### src/rtl/core/lbd_pkg.sv
`default_nettype none
package lbd_pkg;

    localparam int CFG_DIM_W   = 13;
    localparam int LEVEL_W     = 8;
    localparam int OFF_W       = 10;
    localparam int SETTLE_W    = 8;
    localparam int BOT_RUN_W   = 12;
    localparam int CFG_INDEX_W = 3;
    localparam int CFG_DATA_W  = 13;

    localparam int DEF_MAX_WIDTH    = 4096;
    localparam int DEF_MAX_HEIGHT   = 4096;
    localparam int DEF_OFFSET_LIMIT = 1023;

    localparam logic [BOT_RUN_W-1:0] BOTTOM_RUN_MAX = '1;
    localparam logic [SETTLE_W-1:0]  SETTLE_MAX     = '1;

    // Register indexes on the configuration port
    localparam logic [CFG_INDEX_W-1:0] REG_FRAME_WIDTH   = 3'd0;
    localparam logic [CFG_INDEX_W-1:0] REG_FRAME_HEIGHT  = 3'd1;
    localparam logic [CFG_INDEX_W-1:0] REG_DARK_LEVEL    = 3'd2;
    localparam logic [CFG_INDEX_W-1:0] REG_OFFSET_CAP    = 3'd3;
    localparam logic [CFG_INDEX_W-1:0] REG_SETTLE_FRAMES = 3'd4;

    localparam logic [CFG_DIM_W-1:0] RST_FRAME_WIDTH   = 13'd1920;
    localparam logic [CFG_DIM_W-1:0] RST_FRAME_HEIGHT  = 13'd1080;
    localparam logic [LEVEL_W-1:0]   RST_DARK_LEVEL    = 8'd16;
    localparam logic [OFF_W-1:0]     RST_OFFSET_CAP    = 10'd270;
    localparam logic [SETTLE_W-1:0]  RST_SETTLE_FRAMES = 8'd30;

    typedef struct packed {
        logic [7:0] blue;
        logic [7:0] green;
        logic [7:0] red;
        logic       start_of_frame;
    } pixel_t;

    typedef struct packed {
        logic [OFF_W-1:0] top_offset;
        logic [OFF_W-1:0] bottom_offset;
        logic             offsets_changed;
    } result_t;

    typedef struct packed {
        logic [CFG_DIM_W-1:0] frame_width;
        logic [CFG_DIM_W-1:0] frame_height;
        logic [LEVEL_W-1:0]   dark_level;
        logic [OFF_W-1:0]     offset_cap;
        logic [SETTLE_W-1:0]  settle_frames;
    } cfg_t;

endpackage
`default_nettype wire

### src/rtl/core/letterbox_bar_detector_top.sv
// Letterbox bar detector: feed captured frames as a raster stream, one pixel per
// request, start_of_frame set on the first pixel. One pixel is taken every clock;
// a frame's result is formed as its last pixel leaves the input register and sits
// in the output register, while later pixels keep flowing in. Only a frame-end pixel
// waits, and only while the previous result is still untaken, so the stream stalls
// just when results back up. The per-pixel state update is combinational between
// the input register and the result register. Write configuration only while idle.
`default_nettype none
module letterbox_bar_detector_top #(
    parameter int MAX_WIDTH    = lbd_pkg::DEF_MAX_WIDTH,
    parameter int MAX_HEIGHT   = lbd_pkg::DEF_MAX_HEIGHT,
    parameter int OFFSET_LIMIT = lbd_pkg::DEF_OFFSET_LIMIT
) (
    input  wire logic                               aclk,
    input  wire logic                               aresetn,
    input  wire logic                               cfg_we,
    input  wire logic [lbd_pkg::CFG_INDEX_W-1:0]    cfg_index,
    input  wire logic [lbd_pkg::CFG_DATA_W-1:0]     cfg_wdata,
    input  wire logic                               s_valid,
    output logic                                    s_ready,
    input  wire lbd_pkg::pixel_t                    s_data,
    output logic                                    m_valid,
    input  wire logic                               m_ready,
    output lbd_pkg::result_t                        m_data
);
    import lbd_pkg::*;

    cfg_t    cfg_reg;
    logic    q_valid;
    pixel_t  q_data;
    logic    frame_end;
    logic    out_ready;
    logic    fire;
    result_t result;

    always_ff @(posedge aclk) begin
        if (!aresetn) begin
            cfg_reg.frame_width   <= RST_FRAME_WIDTH;
            cfg_reg.frame_height  <= RST_FRAME_HEIGHT;
            cfg_reg.dark_level    <= RST_DARK_LEVEL;
            cfg_reg.offset_cap    <= RST_OFFSET_CAP;
            cfg_reg.settle_frames <= RST_SETTLE_FRAMES;
        end else if (cfg_we) begin
            case (cfg_index)
                REG_FRAME_WIDTH:   cfg_reg.frame_width   <= cfg_wdata;
                REG_FRAME_HEIGHT:  cfg_reg.frame_height  <= cfg_wdata;
                REG_DARK_LEVEL:    cfg_reg.dark_level    <= cfg_wdata[LEVEL_W-1:0];
                REG_OFFSET_CAP:    cfg_reg.offset_cap    <= cfg_wdata[OFF_W-1:0];
                REG_SETTLE_FRAMES: cfg_reg.settle_frames <= cfg_wdata[SETTLE_W-1:0];
                default: ;
            endcase
        end
    end

    // Retire the held pixel unless it closes a frame and the result slot is full
    assign fire = q_valid && (!frame_end || out_ready);

    lbd_in_stage u_in (
        .aclk    (aclk),
        .aresetn (aresetn),
        .s_valid (s_valid),
        .s_ready (s_ready),
        .s_data  (s_data),
        .advance (fire),
        .q_valid (q_valid),
        .q_data  (q_data)
    );

    lbd_frame_core #(
        .MAX_WIDTH    (MAX_WIDTH),
        .MAX_HEIGHT   (MAX_HEIGHT),
        .OFFSET_LIMIT (OFFSET_LIMIT)
    ) u_core (
        .aclk      (aclk),
        .aresetn   (aresetn),
        .cfg       (cfg_reg),
        .pix       (q_data),
        .fire      (fire),
        .frame_end (frame_end),
        .result    (result)
    );

    lbd_out_stage u_out (
        .aclk       (aclk),
        .aresetn    (aresetn),
        .load       (fire && frame_end),
        .load_data  (result),
        .load_ready (out_ready),
        .m_valid    (m_valid),
        .m_ready    (m_ready),
        .m_data     (m_data)
    );

endmodule
`default_nettype wire

### src/rtl/core/lbd_in_stage.sv
`default_nettype none
module lbd_in_stage (
    input  wire logic           aclk,
    input  wire logic           aresetn,
    input  wire logic           s_valid,
    output logic                s_ready,
    input  wire lbd_pkg::pixel_t s_data,
    input  wire logic           advance,
    output logic                q_valid,
    output lbd_pkg::pixel_t     q_data
);
    import lbd_pkg::*;

    logic   valid_reg;
    pixel_t data_reg;

    // Take a new request whenever the held pixel is empty or retires now
    assign s_ready = !valid_reg || advance;
    assign q_valid = valid_reg;
    assign q_data  = data_reg;

    always_ff @(posedge aclk) begin
        if (!aresetn) begin
            valid_reg <= 1'b0;
        end else if (s_ready) begin
            valid_reg <= s_valid;
        end
    end

    always_ff @(posedge aclk) begin
        if (s_valid && s_ready) begin
            data_reg <= s_data;
        end
    end

endmodule
`default_nettype wire

### src/rtl/core/lbd_frame_core.sv
`default_nettype none
module lbd_frame_core #(
    parameter int MAX_WIDTH    = lbd_pkg::DEF_MAX_WIDTH,
    parameter int MAX_HEIGHT   = lbd_pkg::DEF_MAX_HEIGHT,
    parameter int OFFSET_LIMIT = lbd_pkg::DEF_OFFSET_LIMIT
) (
    input  wire logic            aclk,
    input  wire logic            aresetn,
    input  wire lbd_pkg::cfg_t   cfg,
    input  wire lbd_pkg::pixel_t pix,
    input  wire logic            fire,
    output logic                 frame_end,
    output lbd_pkg::result_t     result
);
    import lbd_pkg::*;

    localparam int CPW = $clog2(MAX_WIDTH);
    localparam int RPW = $clog2(MAX_HEIGHT);
    localparam int CW  = (CPW + 1 > CFG_DIM_W) ? CPW + 1 : CFG_DIM_W;
    localparam int RW  = (RPW + 1 > CFG_DIM_W) ? RPW + 1 : CFG_DIM_W;

    logic [CPW-1:0]       column_pos_reg, column_pos_next;
    logic [RPW-1:0]       row_pos_reg, row_pos_next;
    logic                 row_is_black_reg, row_is_black_next;
    logic [OFF_W-1:0]     top_run_reg, top_run_next;
    logic                 top_run_done_reg, top_run_done_next;
    logic [BOT_RUN_W-1:0] bottom_run_reg, bottom_run_next;
    logic [OFF_W-1:0]     accepted_top_reg, accepted_top_next;
    logic [OFF_W-1:0]     accepted_bottom_reg, accepted_bottom_next;
    logic [SETTLE_W-1:0]  settle_count_reg, settle_count_next;

    // Per-frame state as seen by this pixel (start of frame restarts it)
    logic [CPW-1:0]       col_cur;
    logic [RPW-1:0]       row_cur;
    logic                 black_cur;
    logic [OFF_W-1:0]     top_cur;
    logic                 done_cur;
    logic [BOT_RUN_W-1:0] bot_cur;

    logic                 pix_dark;
    logic                 row_black;
    logic                 row_end;
    logic [OFF_W-1:0]     lim;
    logic [OFF_W-1:0]     top_row;
    logic                 done_row;
    logic [BOT_RUN_W-1:0] bot_row;
    logic [OFF_W-1:0]     new_top;
    logic [OFF_W-1:0]     new_bot;
    logic [OFF_W-1:0]     drop_top;
    logic [OFF_W-1:0]     drop_bot;
    logic [SETTLE_W-1:0]  settle_inc;
    logic                 grow;

    assign col_cur   = pix.start_of_frame ? '0 : column_pos_reg;
    assign row_cur   = pix.start_of_frame ? '0 : row_pos_reg;
    assign black_cur = pix.start_of_frame ? 1'b1 : row_is_black_reg;
    assign top_cur   = pix.start_of_frame ? '0 : top_run_reg;
    assign done_cur  = pix.start_of_frame ? 1'b0 : top_run_done_reg;
    assign bot_cur   = pix.start_of_frame ? '0 : bottom_run_reg;

    assign pix_dark = (pix.blue <= cfg.dark_level) && (pix.green <= cfg.dark_level)
                   && (pix.red <= cfg.dark_level);
    assign row_black = black_cur && pix_dark;

    // A zero width acts as one; a position at or past the end closes the row
    assign row_end = (cfg.frame_width == '0)
                  || (CW'(col_cur) + CW'(1) >= CW'(cfg.frame_width))
                  || (CW'(col_cur) + CW'(1) >= CW'(MAX_WIDTH));

    assign frame_end = row_end
                    && ((cfg.frame_height == '0)
                     || (RW'(row_cur) + RW'(1) >= RW'(cfg.frame_height))
                     || (RW'(row_cur) + RW'(1) >= RW'(MAX_HEIGHT)));

    assign lim = (32'(cfg.offset_cap) > OFFSET_LIMIT) ? OFF_W'(OFFSET_LIMIT) : cfg.offset_cap;

    always_comb begin
        top_row  = top_cur;
        done_row = done_cur;
        bot_row  = bot_cur;
        if (row_black) begin
            if (!done_cur && (top_cur < lim)) begin
                top_row = top_cur + OFF_W'(1);
            end
            if (bot_cur != BOTTOM_RUN_MAX) begin
                bot_row = bot_cur + BOT_RUN_W'(1);
            end
        end else begin
            done_row = 1'b1;
            bot_row  = '0;
        end
    end

    assign new_top    = (top_row < lim) ? top_row : lim;
    assign new_bot    = (bot_row < BOT_RUN_W'(lim)) ? OFF_W'(bot_row) : lim;
    assign drop_top   = (new_top < accepted_top_reg) ? new_top : accepted_top_reg;
    assign drop_bot   = (new_bot < accepted_bottom_reg) ? new_bot : accepted_bottom_reg;
    assign grow       = (new_top > drop_top) && (new_bot > drop_bot);
    assign settle_inc = (settle_count_reg != SETTLE_MAX) ? settle_count_reg + SETTLE_W'(1)
                                                         : settle_count_reg;

    always_comb begin
        column_pos_next      = col_cur + CPW'(1);
        row_pos_next         = row_cur;
        row_is_black_next    = row_black;
        top_run_next         = top_cur;
        top_run_done_next    = done_cur;
        bottom_run_next      = bot_cur;
        accepted_top_next    = accepted_top_reg;
        accepted_bottom_next = accepted_bottom_reg;
        settle_count_next    = settle_count_reg;
        if (row_end) begin
            column_pos_next   = '0;
            row_is_black_next = 1'b1;
            if (!frame_end) begin
                row_pos_next      = row_cur + RPW'(1);
                top_run_next      = top_row;
                top_run_done_next = done_row;
                bottom_run_next   = bot_row;
            end else begin
                // Close the frame and restart the per-frame state
                row_pos_next         = '0;
                top_run_next         = '0;
                top_run_done_next    = 1'b0;
                bottom_run_next      = '0;
                accepted_top_next    = drop_top;
                accepted_bottom_next = drop_bot;
                settle_count_next    = '0;
                if (grow) begin
                    if (settle_inc >= cfg.settle_frames) begin
                        accepted_top_next    = new_top;
                        accepted_bottom_next = new_bot;
                    end else begin
                        settle_count_next = settle_inc;
                    end
                end
            end
        end
    end

    assign result.top_offset      = accepted_top_next;
    assign result.bottom_offset   = accepted_bottom_next;
    assign result.offsets_changed = (accepted_top_next != accepted_top_reg)
                                 || (accepted_bottom_next != accepted_bottom_reg);

    always_ff @(posedge aclk) begin
        if (!aresetn) begin
            column_pos_reg      <= '0;
            row_pos_reg         <= '0;
            row_is_black_reg    <= 1'b1;
            top_run_reg         <= '0;
            top_run_done_reg    <= 1'b0;
            bottom_run_reg      <= '0;
            accepted_top_reg    <= '0;
            accepted_bottom_reg <= '0;
            settle_count_reg    <= '0;
        end else if (fire) begin
            column_pos_reg      <= column_pos_next;
            row_pos_reg         <= row_pos_next;
            row_is_black_reg    <= row_is_black_next;
            top_run_reg         <= top_run_next;
            top_run_done_reg    <= top_run_done_next;
            bottom_run_reg      <= bottom_run_next;
            accepted_top_reg    <= accepted_top_next;
            accepted_bottom_reg <= accepted_bottom_next;
            settle_count_reg    <= settle_count_next;
        end
    end

endmodule
`default_nettype wire

### src/rtl/core/lbd_out_stage.sv
`default_nettype none
module lbd_out_stage (
    input  wire logic             aclk,
    input  wire logic             aresetn,
    input  wire logic             load,
    input  wire lbd_pkg::result_t load_data,
    output logic                  load_ready,
    output logic                  m_valid,
    input  wire logic             m_ready,
    output lbd_pkg::result_t      m_data
);
    import lbd_pkg::*;

    logic    valid_reg;
    result_t data_reg;

    assign load_ready = !valid_reg || m_ready;
    assign m_valid    = valid_reg;
    assign m_data     = data_reg;

    always_ff @(posedge aclk) begin
        if (!aresetn) begin
            valid_reg <= 1'b0;
        end else if (load_ready) begin
            valid_reg <= load;
        end
    end

    always_ff @(posedge aclk) begin
        if (load && load_ready) begin
            data_reg <= load_data;
        end
    end

endmodule
`default_nettype wire

### config.mk
export PLATFORM = sky130hd
export DESIGN_NAME = letterbox_bar_detector_top
export DESIGN_NICKNAME = d
export VERILOG_FILES = /design/src/rtl/core/lbd_pkg.sv /design/src/rtl/core/letterbox_bar_detector_top.sv /design/src/rtl/core/lbd_in_stage.sv /design/src/rtl/core/lbd_frame_core.sv /design/src/rtl/core/lbd_out_stage.sv
export SDC_FILE = /design/constraint.sdc
export NUM_CORES = 1
export LEC_CHECK = 0
export BUFFER_PORTS_ARGS = -buffer_cell sky130_fd_sc_hd__buf_2
export CORE_ASPECT_RATIO = 1.75
export CORE_MARGIN = 5
export CORE_UTILIZATION = 50
export CTS_BUF_LIST = sky130_fd_sc_hd__clkbuf_2
export CTS_CLUSTER_SIZE = 10
export DETAILED_ROUTE_END_ITERATION = 10
export GPL_TIMING_DRIVEN = 0
export PLACE_DENSITY = 0.68
export SLEW_MARGIN = 15
export SYNTH_ARGS = -nofsm -noshare
export SYNTH_HDL_FRONTEND = slang
export SYNTH_SLANG_ARGS = --single-unit
### constraint.sdc
create_clock -name aclk -period 11.2 [get_ports aclk]
set_input_delay 2.24 -clock aclk [delete_from_list [all_inputs] [get_ports aclk]]
set_output_delay 2.24 -clock aclk [all_outputs]
set_load 0.01 [all_outputs]
# [Yosys cells after proc, flatten, opt, wreduce, memory -nomap -nowiden]
# Index checks and enable logic that the tools add are counted.
[op_classes] multipliers=0 n_addsub=7 shifts=0 div=0 eq_ne=8 magnitude_cmp=15 n_mux=36 reduce_logical=31 bitwise=0
[op_table] cell="$mux 10" n=17
[op_table] cell="$mux 12" n=10
[op_table] cell="$lt 10x10->1" n=4
[op_table] cell="$add 12x1->12 const B" n=3
[op_table] cell="$add 12x1->13 const B" n=2
[op_table] cell="$ge 13x13->1" n=2
[op_table] cell="$ge 13x13->1 const B" n=2
[op_table] cell="$logic_not 13->1" n=2
[op_table] cell="$le 8x8->1" n=3
[op_table] cell="$mux 8" n=3
[op_table] cell="$gt 10x10->1" n=2
[op_table] cell="$ne 10x10->1" n=2
[op_table] cell="$lt 12x10->1" n=1
[op_table] cell="$ne 12x12->1 const B" n=1
[op_table] cell="$add 10x1->10 const B" n=1
[op_table] cell="$logic_and 1x1->1" n=10
[op_table] cell="$reduce_and 2->1" n=5
[op_table] cell="$add 8x1->8 const B" n=1
[op_table] cell="$ge 8x8->1" n=1
[op_table] cell="$logic_or 1x1->1" n=8
[op_table] cell="$ne 8x8->1 const B" n=1
[op_table] cell="$eq 3x2->1 const B" n=2
[op_table] cell="$mux 1" n=6
[op_table] cell="$logic_not 1->1" n=4
[op_table] cell="other kinds (4)" n=4
[word_totals] mem_count=0 mem_bits_rw=0 romBits=0 latch_bits=0 inputBits=46 ff_bits=176

# [Logic depth before layout (Yosys ltp)]
# Gate-level depths: netlist (run 1).
[depth] depth_word=16 depth_mapped=46 depth_no_buf=41

# [By module]
# Synthesis (run 1) repeated with hierarchy kept, for this count alone.
[unflattened] cells_unflattened=1341 hier_area_um2=11800.1
[modules_own_cells] mod="lbd_frame_core" cells_per_inst=1084 instances=1 area_per_inst_um2=8239.2 seq_area_each_um2=1521.5
[modules_own_cells] mod="letterbox_bar_detector_top" cells_per_inst=201 instances=1 area_per_inst_um2=2064.5 seq_area_each_um2=1041.0
[modules_own_cells] mod="lbd_in_stage" cells_per_inst=30 instances=1 area_per_inst_um2=808.3 seq_area_each_um2=770.7
[modules_own_cells] mod="lbd_out_stage" cells_per_inst=26 instances=1 area_per_inst_um2=688.2 seq_area_each_um2=650.6

# [Worst setup path before layout (run 1)]
# No wires, ideal clock.
[synth_path] path_type="register to register" start="register u_in.data_reg, in the netlist u_in.q_data[0]" end="register u_out.data_reg, in the netlist u_out.m_data[2] (data pin)" period_less_slack_ns=8.236 path_buffers=7 setup_ns=0.261 path_stages_with_launch=46 arrival_time_ns=7.975 setup_slack_ns=2.964 cell_sequence="edfxtp_1 -> buf_6 -> clkbuf_2 -> nor2b_1 -> ha_1 -> a21o_1 -> a21o_1 -> a221o_1 -> nor3_2 -> nand3_2 -> nor4b_1 -> mux2_2 -> ha_1 -> o21ai_0 -> o21ai_0 -> a31o_2 -> a21oi_1 -> and4b_1 -> [10 not listed] -> buf_2 -> buf_2 -> a21oi_1 -> ha_1 -> nor2b_1 -> o211ai_1 -> a21oi_1 -> nor2_1 -> o21ai_0 -> and3_1 -> nand2_1 -> inv_1 -> or2_1 -> and2_1 -> buf_2 -> buf_2 -> nand2_1 -> o21ai_0"
[synth_rtl] item="start, declared" line="lbd_in_stage.sv:15" rtl="pixel_t data_reg;"
[synth_rtl] item="start signal, assigned" line="lbd_in_stage.sv:32" rtl="data_reg <= s_data;"
[synth_rtl] item="end signal, assigned" line="lbd_out_stage.sv:31" rtl="data_reg <= load_data;"
[synth_rtl] item="end, declared" line="lbd_out_stage.sv:15" rtl="result_t data_reg;"

==> flow_summary.rst, run 1 <==
.. list-table::
   :header-rows: 1

   * - Metric
     - Value
   * - Critical Path Fanout Max
     - 10
   * - Post-route clock skew
     - 58.0 ps
   * - Footprint of the flip-flops and latches
     - approximately 0.0040 sq mm
   * - Max Cap Violations
     - 0
   * - Largest buffer count on any clock path
     - 2
   * - Fill cell count
     - 2,140
   * - Die height
     - 211 microns
   * - Number of vias in the routed layout
     - 10,293
   * - Via count of the first global-routing pass
     - 9,966
   * - Total Routed Length
     - about 33,000 microns
   * - Congestion Overflow GR
     - 0
   * - Number of buffers inserted to repair setup after CTS
     - 0
   * - Multi-input gate area
     - 0.00690 sq mm
   * - TritonCTS Buffers
     - 17
   * - Number of flops mapped to enable cells by yosys
     - 46
   * - Max stage delay on crit path
     - 540 ps
   * - Final period util
     - 91.5%
   * - Setup Viol. Count Final
     - 0
   * - Worst rel slew slack
     - 34.9%
   * - Non-filler instance count after layout
     - about 1,800
   * - Post-detailed-route DRC marker count
     - 0
   * - Proportion of synthesized chip area in sequential cells
     - 34.7%
   * - Synth Cell Area
     - 0.0115 sq mm
   * - PwrDens
     - 91.0 mW/mm^2
   * - Number of standard cells after synthesis
     - 1,368
   * - Total nets after synthesis
     - 1,540
   * - Initial core utilization
     - between 50% and 60%
   * - Horiz. Die Dim
     - 125 microns
   * - Pre-CTS worst setup slack
     - between 1000 and 1500 ps
   * - Cell total after placement
     - 1,736
   * - Synthesis Warnings
     - 0
   * - Sinks on Clock Net
     - between 150 and 200
   * - Path type of the worst min-delay path
     - flop to flop
   * - Netlist cell types
     - 81
   * - Total GRT Usage
     - 25.0%
   * - DIE AREA
     - 0.0262 sq mm
   * - Commonest cells after routing, fill and taps aside
     - sky130_fd_sc_hd__nand2_1 (166), sky130_fd_sc_hd__dfxtp_1 (130), sky130_fd_sc_hd__ha_1 (126)
   * - Total power of the final layout
     - 1.14 mW
   * - Final standard cell area without fillers
     - 0.0125 sq mm
   * - Number of buffers added to fix hold violations after cts
     - 0
   * - Final-layout setup total negative slack
     - 0 ps
   * - IR drop worst, VDD
     - 0.120 mV
   * - Met1 Usage GRT
     - 25.2%
   * - Worst setup SP type
     - flop
   * - Worst slew pin tran
     - 976 ps
   * - CTS tree
     - yes
   * - CP Data Arrival Time
     - ~11,000 ps
   * - Initial antenna violation count
     - 1
   * - Synthesized area per cell
     - 8.40 sq um
   * - Busiest layer in global routing
     - met2
   * - Fin Hold WS
     - 466 ps
   * - Wire length of the first global-routing pass
     - 51,800 microns
   * - Post-route core utilization
     - a little over half
   * - FFs w/ async S/R, synth
     - 0%
   * - Static leakage
     - 5.14 nW
   * - Maximum number of pins on one net before global-route repair
     - 22
   * - Area after DPL
     - 0.0122 sq mm
   * - Most common cell after layout, fill and taps aside
     - sky130_fd_sc_hd__nand2_1
   * - Area growth syn-to-layout
     - 8.58%
   * - Max reg flops
     - 52
   * - Met2 capacity usage during global routing
     - roughly 47%
   * - Weighted congestion reported at the end of routability-driven placement
     - roughly 1
   * - Min setup slack post-route
     - 950 ps
   * - # resized after CTS
     - 0
   * - Clock latency reported for the late side of the worst-skew pair
     - 930 ps
   * - Most used flip-flop cell after synthesis
     - sky130_fd_sc_hd__dfxtp_1
   * - Io pins
     - 69
   * - Cell type of the slowest stage on the worst timing path
     - sky130_fd_sc_hd__a21boi_1
   * - Cell Rows
     - 73
   * - Buffers plus inverters on the worst setup path
     - 9
   * - Endpoint type of the worst setup path
     - flop
   * - Count of input and output buffers
     - between 60 and 70
   * - Kind of cell adding the most delay to the critical path
     - compound AO/OA/AOI/OAI gates
   * - Buffer type at the clock tree root
     - sky130_fd_sc_hd__clkbuf_2
   * - CP dominant cell by count
     - sky130_fd_sc_hd__buf_2
   * - Antenna-violating nets left
     - 0
   * - DP Wirelength
     - 25,700 microns
   * - Share of cells above drive strength 1
     - 10.4%
   * - Starting DRC count in detailed routing
     - 650
   * - Routed vias/inst
     - slightly below 6
   * - Crit path required time
     - 11,890 ps
   * - Number of storage elements in the synthesis netlist
     - 176
   * - Achievable clock frequency
     - a little under 0.1 GHz
   * - # nets final
     - roughly 1,600
   * - Final Hold Violating Endpoints
     - 0
   * - Critical path class
     - flop to flop
   * - Core Footprint
     - ~0.023 sq mm
   * - Reg clk slew, reported paths
     - 270 ps
   * - Grt met3 use
     - 4.01%
   * - Unrepaired setup endpoints after global routing
     - no
   * - Total iterations of the first detailed-routing run
     - 6
   * - Outcome
     - finished clean
   * - Maximum level of the CTS H-tree
     - 4
   * - Post-layout min period
     - 10,250 ps
   * - Avg WL per Cell
     - roughly 19 microns
   * - Max-slew violation total from the final report
     - 0
## cells in the mapped netlist (6+ instances only)
library cell                instances  area, sq um
sky130_fd_sc_hd__inv_1             91          342
sky130_fd_sc_hd__mux2i_1           11          110
sky130_fd_sc_hd__nand3_1           53          265
sky130_fd_sc_hd__o211ai_1          23          173
sky130_fd_sc_hd__nor2_1           123          462
sky130_fd_sc_hd__xor2_1            16          140
sky130_fd_sc_hd__a211oi_1          12         90.1
sky130_fd_sc_hd__a31oi_1            6         37.5
sky130_fd_sc_hd__clkbuf_1          41          154
sky130_fd_sc_hd__or3_1              7         43.8
sky130_fd_sc_hd__and2_1             6         37.5
sky130_fd_sc_hd__o21ai_0           52          260
sky130_fd_sc_hd__buf_2              9         45.0
sky130_fd_sc_hd__a21o_1            24          180
sky130_fd_sc_hd__nand2_1          166          623
sky130_fd_sc_hd__a2bb2oi_1          6         52.6
sky130_fd_sc_hd__nor3_1            21          105
sky130_fd_sc_hd__ha_1             126         1580
sky130_fd_sc_hd__nand3b_1           7         52.6
sky130_fd_sc_hd__a21oi_1          124          621
sky130_fd_sc_hd__nand2b_1          14         87.6
sky130_fd_sc_hd__nand4_1           25          156
sky130_fd_sc_hd__a22oi_1           20          150
sky130_fd_sc_hd__and3_1            20          125
sky130_fd_sc_hd__dfxtp_1          130         2600
sky130_fd_sc_hd__nor2b_1           30          188
sky130_fd_sc_hd__edfxtp_1          46         1380
sky130_fd_sc_hd__nor4_1             9         56.3
sky130_fd_sc_hd__xnor2_1           35          307
sky130_fd_sc_hd__mux2_2            18          203
## worst paths after layout
check | cells after the start | slack (ps) | startpoint | endpoint
max | 43 | 950 | u_in.q_data[0] | u_out.m_data[2]
min | 2 | 470 | u_core.column_pos_reg[5] | u_core.column_pos_reg[5]
max reg2reg | 43 | 950 | u_in.q_data[0] | u_out.m_data[2]
min reg2reg | 2 | 470 | u_core.column_pos_reg[5] | u_core.column_pos_reg[5]
## where the power goes
| part | total, mW | leakage, nW | internal (mW) | switching, mW |
|---|---|---|---|---|
| clock network | 0.368 | 0.159 | 0.112 | 0.256 |
| logic | 0.0962 | 3.48 | 0.0314 | 0.0648 |
| registers | 0.672 | 1.49 | 0.666 | 0.00625 |
## routing by layer
metal | up-vias | wire length (microns)
met2 | 288 | 17400
li1 | 5075 | -
met3 | 107 | 1410
met4 | 0 | 2070
met1 | 4823 | 11800
met5 | - | 0
## cells by family (layout without fill, tap and decap cells)
kind of cell	count (synthesis)	count (layout)	synth area share (%)
buf+inv	151	251	5.31
fa+ha+maj	126	126	13.7
flops	176	176	34.7
xor+xnor	51	51	3.89
mux	30	30	2.82
simple gates	508	508	21.4
compound gates	326	326	18.2
other cells	0	1	0
## worst min-delay path: cells and delay by family, from the launching register on
kind / cells / cell delay [ps]
flip-flops: 1 / 360
AND/OR/NAND/NOR: 1 / 50
AO/OA/AOI/OAI: 1 / 50
## layout make-up
cell class                 count  area share (%)
antenna                        1          0.0201
sequential                   176            31.9
clock buffer                  17           0.682
timing repair buffer          68            2.78
buffer                        59            2.13
tap                          300            3.01
multi-input combinational   1041            55.3
clock inverter                15            1.39
inverter                      92            2.77
Power figures use the tool's default switching activity.
==> inputs of run 2 (changes only) <==
--- a/config.mk
+++ b/config.mk
@@ -5,15 +5,17 @@
 export SDC_FILE = /design/constraint.sdc
 export NUM_CORES = 1
 export LEC_CHECK = 0
+export ABC_AREA = 1
 export BUFFER_PORTS_ARGS = -buffer_cell sky130_fd_sc_hd__buf_2
 export CORE_ASPECT_RATIO = 1.75
 export CORE_MARGIN = 5
 export CORE_UTILIZATION = 50
 export CTS_BUF_LIST = sky130_fd_sc_hd__clkbuf_2
+export CTS_CLUSTER_DIAMETER = 200
 export CTS_CLUSTER_SIZE = 10
 export DETAILED_ROUTE_END_ITERATION = 10
 export GPL_TIMING_DRIVEN = 0
-export PLACE_DENSITY = 0.68
+export PLACE_DENSITY = 0.67
 export SLEW_MARGIN = 15
 export SYNTH_ARGS = -nofsm -noshare
 export SYNTH_HDL_FRONTEND = slang
==> constraint.sdc (replaced) <==
create_clock -name aclk -period 11.7 [get_ports aclk]
set_input_delay 2.34 -clock aclk [delete_from_list [all_inputs] [get_ports aclk]]
set_output_delay 2.34 -clock aclk [all_outputs]
set_load 0.01 [all_outputs]
==> flow_summary.rst, run 2 <==
.. list-table::
   :header-rows: 1

   * - Metric
     - Value
   * - Final-layout setup total negative slack
     - 0 ps (unchanged)
   * - Starting DRC count in detailed routing
     - 728 (+12%)
   * - FFs w/ async S/R, synth
     - 0% (unchanged)
   * - TritonCTS Buffers
     - 17 (unchanged)
   * - Share of power burned in combinational logic
     - 19.9% (+11 points)
   * - Total nets after synthesis
     - 1,819 (+18%)
   * - Cell type of the slowest stage on the worst timing path
     - sky130_fd_sc_hd__a2111oi_4
   * - Synth area leader
     - sky130_fd_sc_hd__dfxtp_1
   * - Initial antenna violation count
     - 1 (unchanged)
   * - Post-detailed-route DRC marker count
     - 0 (unchanged)
   * - Avg WL per Cell
     - 17.7 microns (-4.4%)
   * - DP Wirelength
     - 29,100 microns (+13%)
   * - IR drop worst, VDD
     - 0.0797 mV (-34%)
   * - Max Cap Violations
     - 0 (unchanged)
   * - Switching part of the total
     - 33.6% (+4.8 points)
   * - Die height
     - 217 microns (+3.0%)
   * - Area growth syn-to-layout
     - 8.08%
   * - Reg clk slew, reported paths
     - 280 ps (about the same)
   * - Core Footprint
     - 0.0240 sq mm (+5.6%)
   * - Max-slew violation total from the final report
     - 0 (unchanged)
   * - Maximum level of the CTS H-tree
     - 4 (unchanged)
   * - Achievable clock frequency
     - 0.0964 GHz (-1.2%)
   * - Number of buffers inserted to repair setup after CTS
     - 0 (unchanged)
   * - Number of storage elements in the synthesis netlist
     - 176 (unchanged)
   * - Final period util
     - 88.7% (-2.8 points)
   * - Clock latency reported for the late side of the worst-skew pair
     - 900 ps (-30 ps)
   * - Share of cells above drive strength 1
     - 11.3% (+0.92 points)
   * - Clock network fraction of design power
     - 27.5% (-4.8 points)
   * - Commonest cells in the netlist
     - sky130_fd_sc_hd__nand2_1 (304), sky130_fd_sc_hd__inv_1 (224), sky130_fd_sc_hd__a21oi_1 (136)
   * - Critical Path Fanout Max
     - 10 (unchanged)
   * - Switching power summed over all nets
     - 421 uW (+29%)
   * - DIE AREA
     - 0.0278 sq mm (+6.0%)
   * - Number of buffers added to fix hold violations after cts
     - 0 (unchanged)
   * - Most used flip-flop cell after synthesis
     - sky130_fd_sc_hd__dfxtp_1
   * - Synthesized area per cell
     - 7.42 sq um (-12%)
   * - Endpoint type of the worst setup path
     - flop
   * - CTS tree
     - yes
   * - Maximum number of pins on one net before global-route repair
     - 26 (+18%)
   * - Commonest cells after routing, fill and taps aside
     - sky130_fd_sc_hd__nand2_1 (304), sky130_fd_sc_hd__inv_1 (224), sky130_fd_sc_hd__a21oi_1 (136)
   * - Worst rel slew slack
     - 33.0% (-1.9 points)
   * - Fin Hold WS
     - 482 ps (+16.3 ps)
   * - Worst setup SP type
     - flop
   * - CP dominant cell by count
     - sky130_fd_sc_hd__nor2_1
   * - Number of vias in the routed layout
     - 11,640 (+13%)
   * - Sequential share of power
     - 52.7% (-6.5 points)
   * - # nets final
     - 1,906 (+17%)
   * - Post-layout min period
     - 10,370 ps (+125 ps)
   * - Netlist cell types
     - 58 (-28%)
   * - Cell Rows
     - 75 (+2.7%)
   * - Antenna-violating nets left
     - 0 (unchanged)
   * - Max reg flops
     - 52 (unchanged)
   * - Max stage delay on crit path
     - 660 ps (+120 ps)
   * - Wire length of the first global-routing pass
     - 57,200 microns (+10%)
   * - Number of cells on the worst reg-to-reg path
     - 52 (+21%)
   * - Post-route clock skew
     - 51.9 ps (-6.15 ps)
   * - Setup Viol. Count Final
     - 0 (unchanged)
   * - Total Routed Length
     - 36,400 microns (+11%)
   * - CP Data Arrival Time
     - 11,030 ps (+90 ps)
   * - Synthesis Warnings
     - 0 (unchanged)
   * - Met2 capacity usage during global routing
     - 48.5% (+1.5 points)
   * - Busiest layer in global routing
     - met2
   * - Worst slew pin tran
     - 1000 ps (+27.5 ps)
   * - Largest buffer count on any clock path
     - 2 (unchanged)
   * - Most frequent cell after synthesis
     - sky130_fd_sc_hd__nand2_1
   * - Grt met3 use
     - 4.47% (+0.46 points)
   * - Outcome
     - finished clean
   * - Crit path required time
     - 12,360 ps (+470 ps)
   * - Met1 Usage GRT
     - 26.4% (+1.2 points)
   * - Cell total after placement
     - 2,023 (+17%)
   * - Final Hold Violating Endpoints
     - 0 (unchanged)
   * - Non-filler instance count after layout
     - 2,056 (+16%)
   * - Area after DPL
     - 0.0129 sq mm (+6.0%)
   * - Static leakage
     - 6.04 nW (+18%)
   * - Io pins
     - 69 (unchanged)
   * - Routed vias/inst
     - 5.66 (-2.7%)
   * - # resized after CTS
     - 0 (unchanged)
   * - Unrepaired setup endpoints after global routing
     - no
   * - Total GRT Usage
     - 26.2% (+1.2 points)
   * - Critical path class
     - flop to flop
   * - Count of input and output buffers
     - 68 (+1.5%)
   * - Total iterations of the first detailed-routing run
     - 8 (+2)
   * - Weighted congestion reported at the end of routability-driven placement
     - 0.935 (-6.1%)
   * - Synth Cell Area
     - 0.0122 sq mm (+6.4%)
   * - Buffer type at the clock tree root
     - sky130_fd_sc_hd__clkbuf_2
   * - Share of the synthesized area in the top cell type
     - 21.3% (-1.4 points)
   * - Sinks on Clock Net
     - 176 (unchanged)
   * - Initial core utilization
     - 50.9% (+0.35 points)
   * - Number of standard cells after synthesis
     - 1,647 (+20%)
   * - PwrDens
     - 94.8 mW/mm^2 (+4.2%)
   * - Internal portion of total power
     - 832 uW (+2.8%)
   * - Final standard cell area without fillers
     - 0.0132 sq mm (+5.9%)
   * - Most common cell after layout, fill and taps aside
     - sky130_fd_sc_hd__nand2_1
   * - Horiz. Die Dim
     - 128 microns (+2.9%)
   * - Path type of the worst min-delay path
     - flop to flop
   * - Area contributors post-synth
     - sky130_fd_sc_hd__dfxtp_1 (21%), sky130_fd_sc_hd__ha_1 (13%), sky130_fd_sc_hd__edfxtp_1 (11%)
   * - Proportion of synthesized chip area in sequential cells
     - 32.6% (-2.1 points)
   * - Hold Path Cell Cnt
     - 2 (unchanged)
   * - Congestion Overflow GR
     - 0 (unchanged)
   * - Via count of the first global-routing pass
     - 11,388 (+14%)
   * - Number of flops mapped to enable cells by yosys
     - 46 (unchanged)
run 2: cell count changes in the layout (fill, tap and decap cells not counted), moves of 18 or more:
cell,change
sky130_fd_sc_hd__nand2_1,+138
sky130_fd_sc_hd__and3_1,-20
sky130_fd_sc_hd__a21o_1,-18
sky130_fd_sc_hd__mux2_2,-18
sky130_fd_sc_hd__a211oi_1,+22
sky130_fd_sc_hd__o21ai_0,+56
sky130_fd_sc_hd__a22oi_1,-18
sky130_fd_sc_hd__xnor2_1,-30
sky130_fd_sc_hd__a221oi_1,+18
sky130_fd_sc_hd__inv_1,+133
sky130_fd_sc_hd__nor2b_1,-29
sky130_fd_sc_hd__nand3_1,+43
run 2: worst max-delay path: cells and delay by family (launching register included):
family | cells | cell delay [ps]
flip-flops | 1 | 600
XOR/XNOR | 1 | 290
AO/OA/AOI/OAI | 11 | 2600
AND/OR/NAND/NOR | 25 | 2610
buffers and inverters | 11 | 2810
adder cells (fa/ha/maj) | 4 | 1170
run 2: path summary, 6_finish.rpt:
check | slack (ps) | start | endpoint
worst max-delay path | 1330 | u_in.q_data[0] | u_out.m_data[0]
worst min-delay path | 480 | cfg_reg[5] | cfg_reg[5]
worst min register to register | 480 | cfg_reg[5] | cfg_reg[5]
worst max register to register | 1330 | u_in.q_data[0] | u_out.m_data[0]
run 2: stage by stage:
step / total power, mW / worst slack (ps) / utilization [%]
4_1_cts: 1.26 / 1070 / 54.9
5_1_grt: 1.32 / 736 / 55.0
6_report: 1.25 / 1330 / 55.0
3_3_place_gp: 0.912 / 1130 / 53.9
2_1_floorplan: 0.839 / 3810 / -
3_5_place_dp: 0.917 / 1140 / 53.9
run 2: kinds of logic after synthesis:
kind of cell,Yosys count,synth area share [%]
buffers and inverters,298,9.73
adder cells (fa/ha/maj),126,12.9
AND/OR/NAND/NOR,644,24.5
flip-flops,176,32.6
XOR/XNOR,34,2.44
AO/OA/AOI/OAI,369,17.9
run 2: area by class of cell:
| type | instances | area [sq um] |
|---|---|---|
| diodes | 1 | 2.50 |
| clock buffers | 17 | 85.1 |
| repair buffers | 68 | 340 |
| clock inverters | 15 | 161 |
| fillers | 2418 | 10800 |
| multi-input cells | 1173 | 7060 |
| inverters | 237 | 890 |
| well taps | 308 | 385 |
| flip-flops and latches | 176 | 3980 |
| plain buffers | 61 | 300 |
run 2: power groups by stage:
stage	Clock, mW	Sequential [mW]	Combinational (mW)
2_1_floorplan	0	0.668	0.171
3_3_place_gp	0	0.671	0.241
3_5_place_dp	0	0.671	0.245
4_1_cts	0.352	0.660	0.246
5_1_grt	0.378	0.663	0.278
6_report	0.344	0.660	0.249
run 2: metal layers:
metal	vias up	wire [microns]
met1	5364	13300
met2	382	18900
met3	131	1600
met4	0	2650
met5	-	0
li1	5763	-
==> inputs of run 3 (changes only) <==
--- a/config.mk
+++ b/config.mk
@@ -16,6 +16,7 @@
 export DETAILED_ROUTE_END_ITERATION = 10
 export GPL_TIMING_DRIVEN = 0
 export PLACE_DENSITY = 0.67
+export RECOVER_POWER = 50
 export SLEW_MARGIN = 15
 export SYNTH_ARGS = -nofsm -noshare
 export SYNTH_HDL_FRONTEND = slang
==> flow_summary.rst, run 3 (synthesis results as in run 2) <==
.. list-table::
   :header-rows: 1

   * - Metric
     - Value
   * - Number of buffers inserted to repair setup after CTS
     - 0 (unchanged)
   * - Largest buffer count on any clock path
     - 2 (unchanged)
   * - Post-detailed-route DRC marker count
     - 0 (unchanged)
   * - Final period util
     - 88.7% (about the same)
   * - Post-route clock skew
     - 63.4 ps (+11.5 ps)
   * - Crit path required time
     - 12,360 ps (about the same)
   * - Total power of the final layout
     - 1.25 mW (about the same)
   * - Critical path class
     - flop to flop
   * - Horiz. Die Dim
     - 128 microns (unchanged)
   * - PwrDens
     - 95.4 mW/mm^2 (+0.55%)
   * - Commonest cells after routing, fill and taps aside
     - sky130_fd_sc_hd__nand2_1 (304), sky130_fd_sc_hd__inv_1 (224), sky130_fd_sc_hd__a21oi_1 (136)
   * - Number of vias in the routed layout
     - 11,646 (+0.052%)
   * - Worst setup SP type
     - flop
   * - Antenna-violating nets left
     - 0 (unchanged)
   * - Worst rel slew slack
     - 32.9% (-0.088 points)
   * - CP dominant cell by count
     - sky130_fd_sc_hd__nor2_1
   * - Critical Path Fanout Max
     - 10 (unchanged)
   * - Static leakage
     - 5.96 nW (-1.2%)
   * - Cell Rows
     - 75 (unchanged)
   * - Fin Hold WS
     - 482 ps (+0.158 ps)
   * - Sequential share of power
     - 52.7% (about the same)
   * - Switching power summed over all nets
     - 422 uW (+0.16%)
   * - Path type of the worst min-delay path
     - flop to flop
   * - DIE AREA
     - 0.0278 sq mm (unchanged)
   * - Max-slew violation total from the final report
     - 0 (unchanged)
   * - CTS tree
     - yes
   * - Avg WL per Cell
     - 17.8 microns (+0.21%)
   * - Weighted congestion reported at the end of routability-driven placement
     - 0.935 (unchanged)
   * - Initial antenna violation count
     - 1 (unchanged)
   * - Io pins
     - 69 (unchanged)
   * - TritonCTS Buffers
     - 17 (unchanged)
   * - Most common cell after layout, fill and taps aside
     - sky130_fd_sc_hd__nand2_1
   * - Total Routed Length
     - 36,500 microns (+0.21%)
   * - R2r setup slk
     - 1320 ps (about the same)
   * - Maximum number of pins on one net before global-route repair
     - 26 (unchanged)
   * - Post-layout min period
     - 10,380 ps (+7.87 ps)
   * - Maximum level of the CTS H-tree
     - 4 (unchanged)
   * - Unrepaired setup endpoints after global routing
     - no
   * - Total GRT Usage
     - 26.2% (unchanged)
   * - Sinks on Clock Net
     - 176 (unchanged)
   * - Achievable clock frequency
     - 0.0963 GHz (about the same)
   * - Area growth syn-to-layout
     - 7.48%
   * - Die height
     - 217 microns (unchanged)
   * - Core Footprint
     - 0.0240 sq mm (unchanged)
   * - DP Wirelength
     - 29,100 microns (unchanged)
   * - Max reg flops
     - 52 (unchanged)
   * - CP Data Arrival Time
     - 11,040 ps (about the same)
   * - Worst slew pin tran
     - 1010 ps (+1.33 ps)
   * - Initial core utilization
     - 50.9% (unchanged)
   * - # nets final
     - 1,906 (unchanged)
   * - Min setup slack post-route
     - 1320 ps (-7.87 ps)
   * - Routed vias/inst
     - 5.66 (about the same)
   * - Max stage delay on crit path
     - 670 ps (about the same)
   * - Total iterations of the first detailed-routing run
     - 5 (-3)
   * - Outcome
     - finished clean
   * - Final-layout setup total negative slack
     - 0 ps (unchanged)
   * - Switching part of the total
     - 33.7% (+0.054 points)
   * - Buffer type at the clock tree root
     - sky130_fd_sc_hd__clkbuf_2
   * - # resized after CTS
     - 0 (unchanged)
   * - Final Hold Violating Endpoints
     - 0 (unchanged)
   * - Share of power burned in combinational logic
     - 19.8% (about the same)
   * - Setup Viol. Count Final
     - 0 (unchanged)
   * - Via count of the first global-routing pass
     - 11,388 (unchanged)
   * - IR drop worst, VDD
     - 0.0804 mV (+0.81%)
   * - Share of cells above drive strength 1
     - 9.16% (-2.1 points)
   * - Reg clk slew, reported paths
     - 280 ps (about the same)
   * - Cell type of the slowest stage on the worst timing path
     - sky130_fd_sc_hd__a2111oi_4
   * - Starting DRC count in detailed routing
     - 721 (-0.96%)
   * - Wire length of the first global-routing pass
     - 57,200 microns (unchanged)
   * - Clock network fraction of design power
     - 27.5% (about the same)
   * - Internal portion of total power
     - 831 uW (about the same)
   * - Number of buffers added to fix hold violations after cts
     - 0 (unchanged)
   * - Congestion Overflow GR
     - 0 (unchanged)
   * - Post-route core utilization
     - 54.7% (-0.30 points)
   * - Endpoint type of the worst setup path
     - flop
   * - Count of input and output buffers
     - 68 (unchanged)
   * - Pre-CTS worst setup slack
     - 1140 ps (unchanged)
   * - Clock latency reported for the late side of the worst-skew pair
     - 920 ps (+20 ps)
   * - Max Cap Violations
     - 0 (unchanged)
## run 3: worst max-delay path: cells and delay by family, from the launching register on
kind / cells / cell delay, ps
compound gates: 11 / 2610
fa+ha+maj: 4 / 1190
xor+xnor: 1 / 290
simple gates: 25 / 2650
buf+inv: 11 / 2810
flops: 1 / 600
## run 3: final cells by class
type,count,area [sq um]
fillers,2441,10900
multi-input cells,1173,7040
flip-flops and latches,176,3980
inverters,237,890
well taps,308,385
repair buffers,68,310
plain buffers,61,285
clock inverters,15,161
clock buffers,17,85.1
diodes,1,2.50
## run 3: worst paths after layout
check                      start  cells after the start               to
setup / recovery  u_in.q_data[0]                     52  u_out.m_data[0]
hold / removal        cfg_reg[5]                      2       cfg_reg[5]
setup reg to reg  u_in.q_data[0]                     52  u_out.m_data[0]
hold reg to reg       cfg_reg[5]                      2       cfg_reg[5]
## run 3: metal layers
metal	up-vias	track usage, %	share of wire (%)
li1	5766	-	-
met2	377	48.5	52
met3	136	4.47	4.5
met5	-	0	0
met4	0	17.1	7.3
met1	5367	26.4	37
## run 3: through the flow
stage,cell area [sq um],cells
floorplan,12200,1647
global placement,12900,2023
detailed placement,12900,2023
CTS,13200,2055
global route,13100,2056
finish,13100,2056
## run 3: power groups by stage
stage | clock, mW | combinational (mW) | sequential, mW
2_1_floorplan | 0 | 0.171 | 0.668
3_3_place_gp | 0 | 0.241 | 0.671
3_5_place_dp | 0 | 0.245 | 0.671
4_1_cts | 0.352 | 0.246 | 0.660
5_1_grt | 0.378 | 0.277 | 0.663
6_report | 0.345 | 0.249 | 0.660
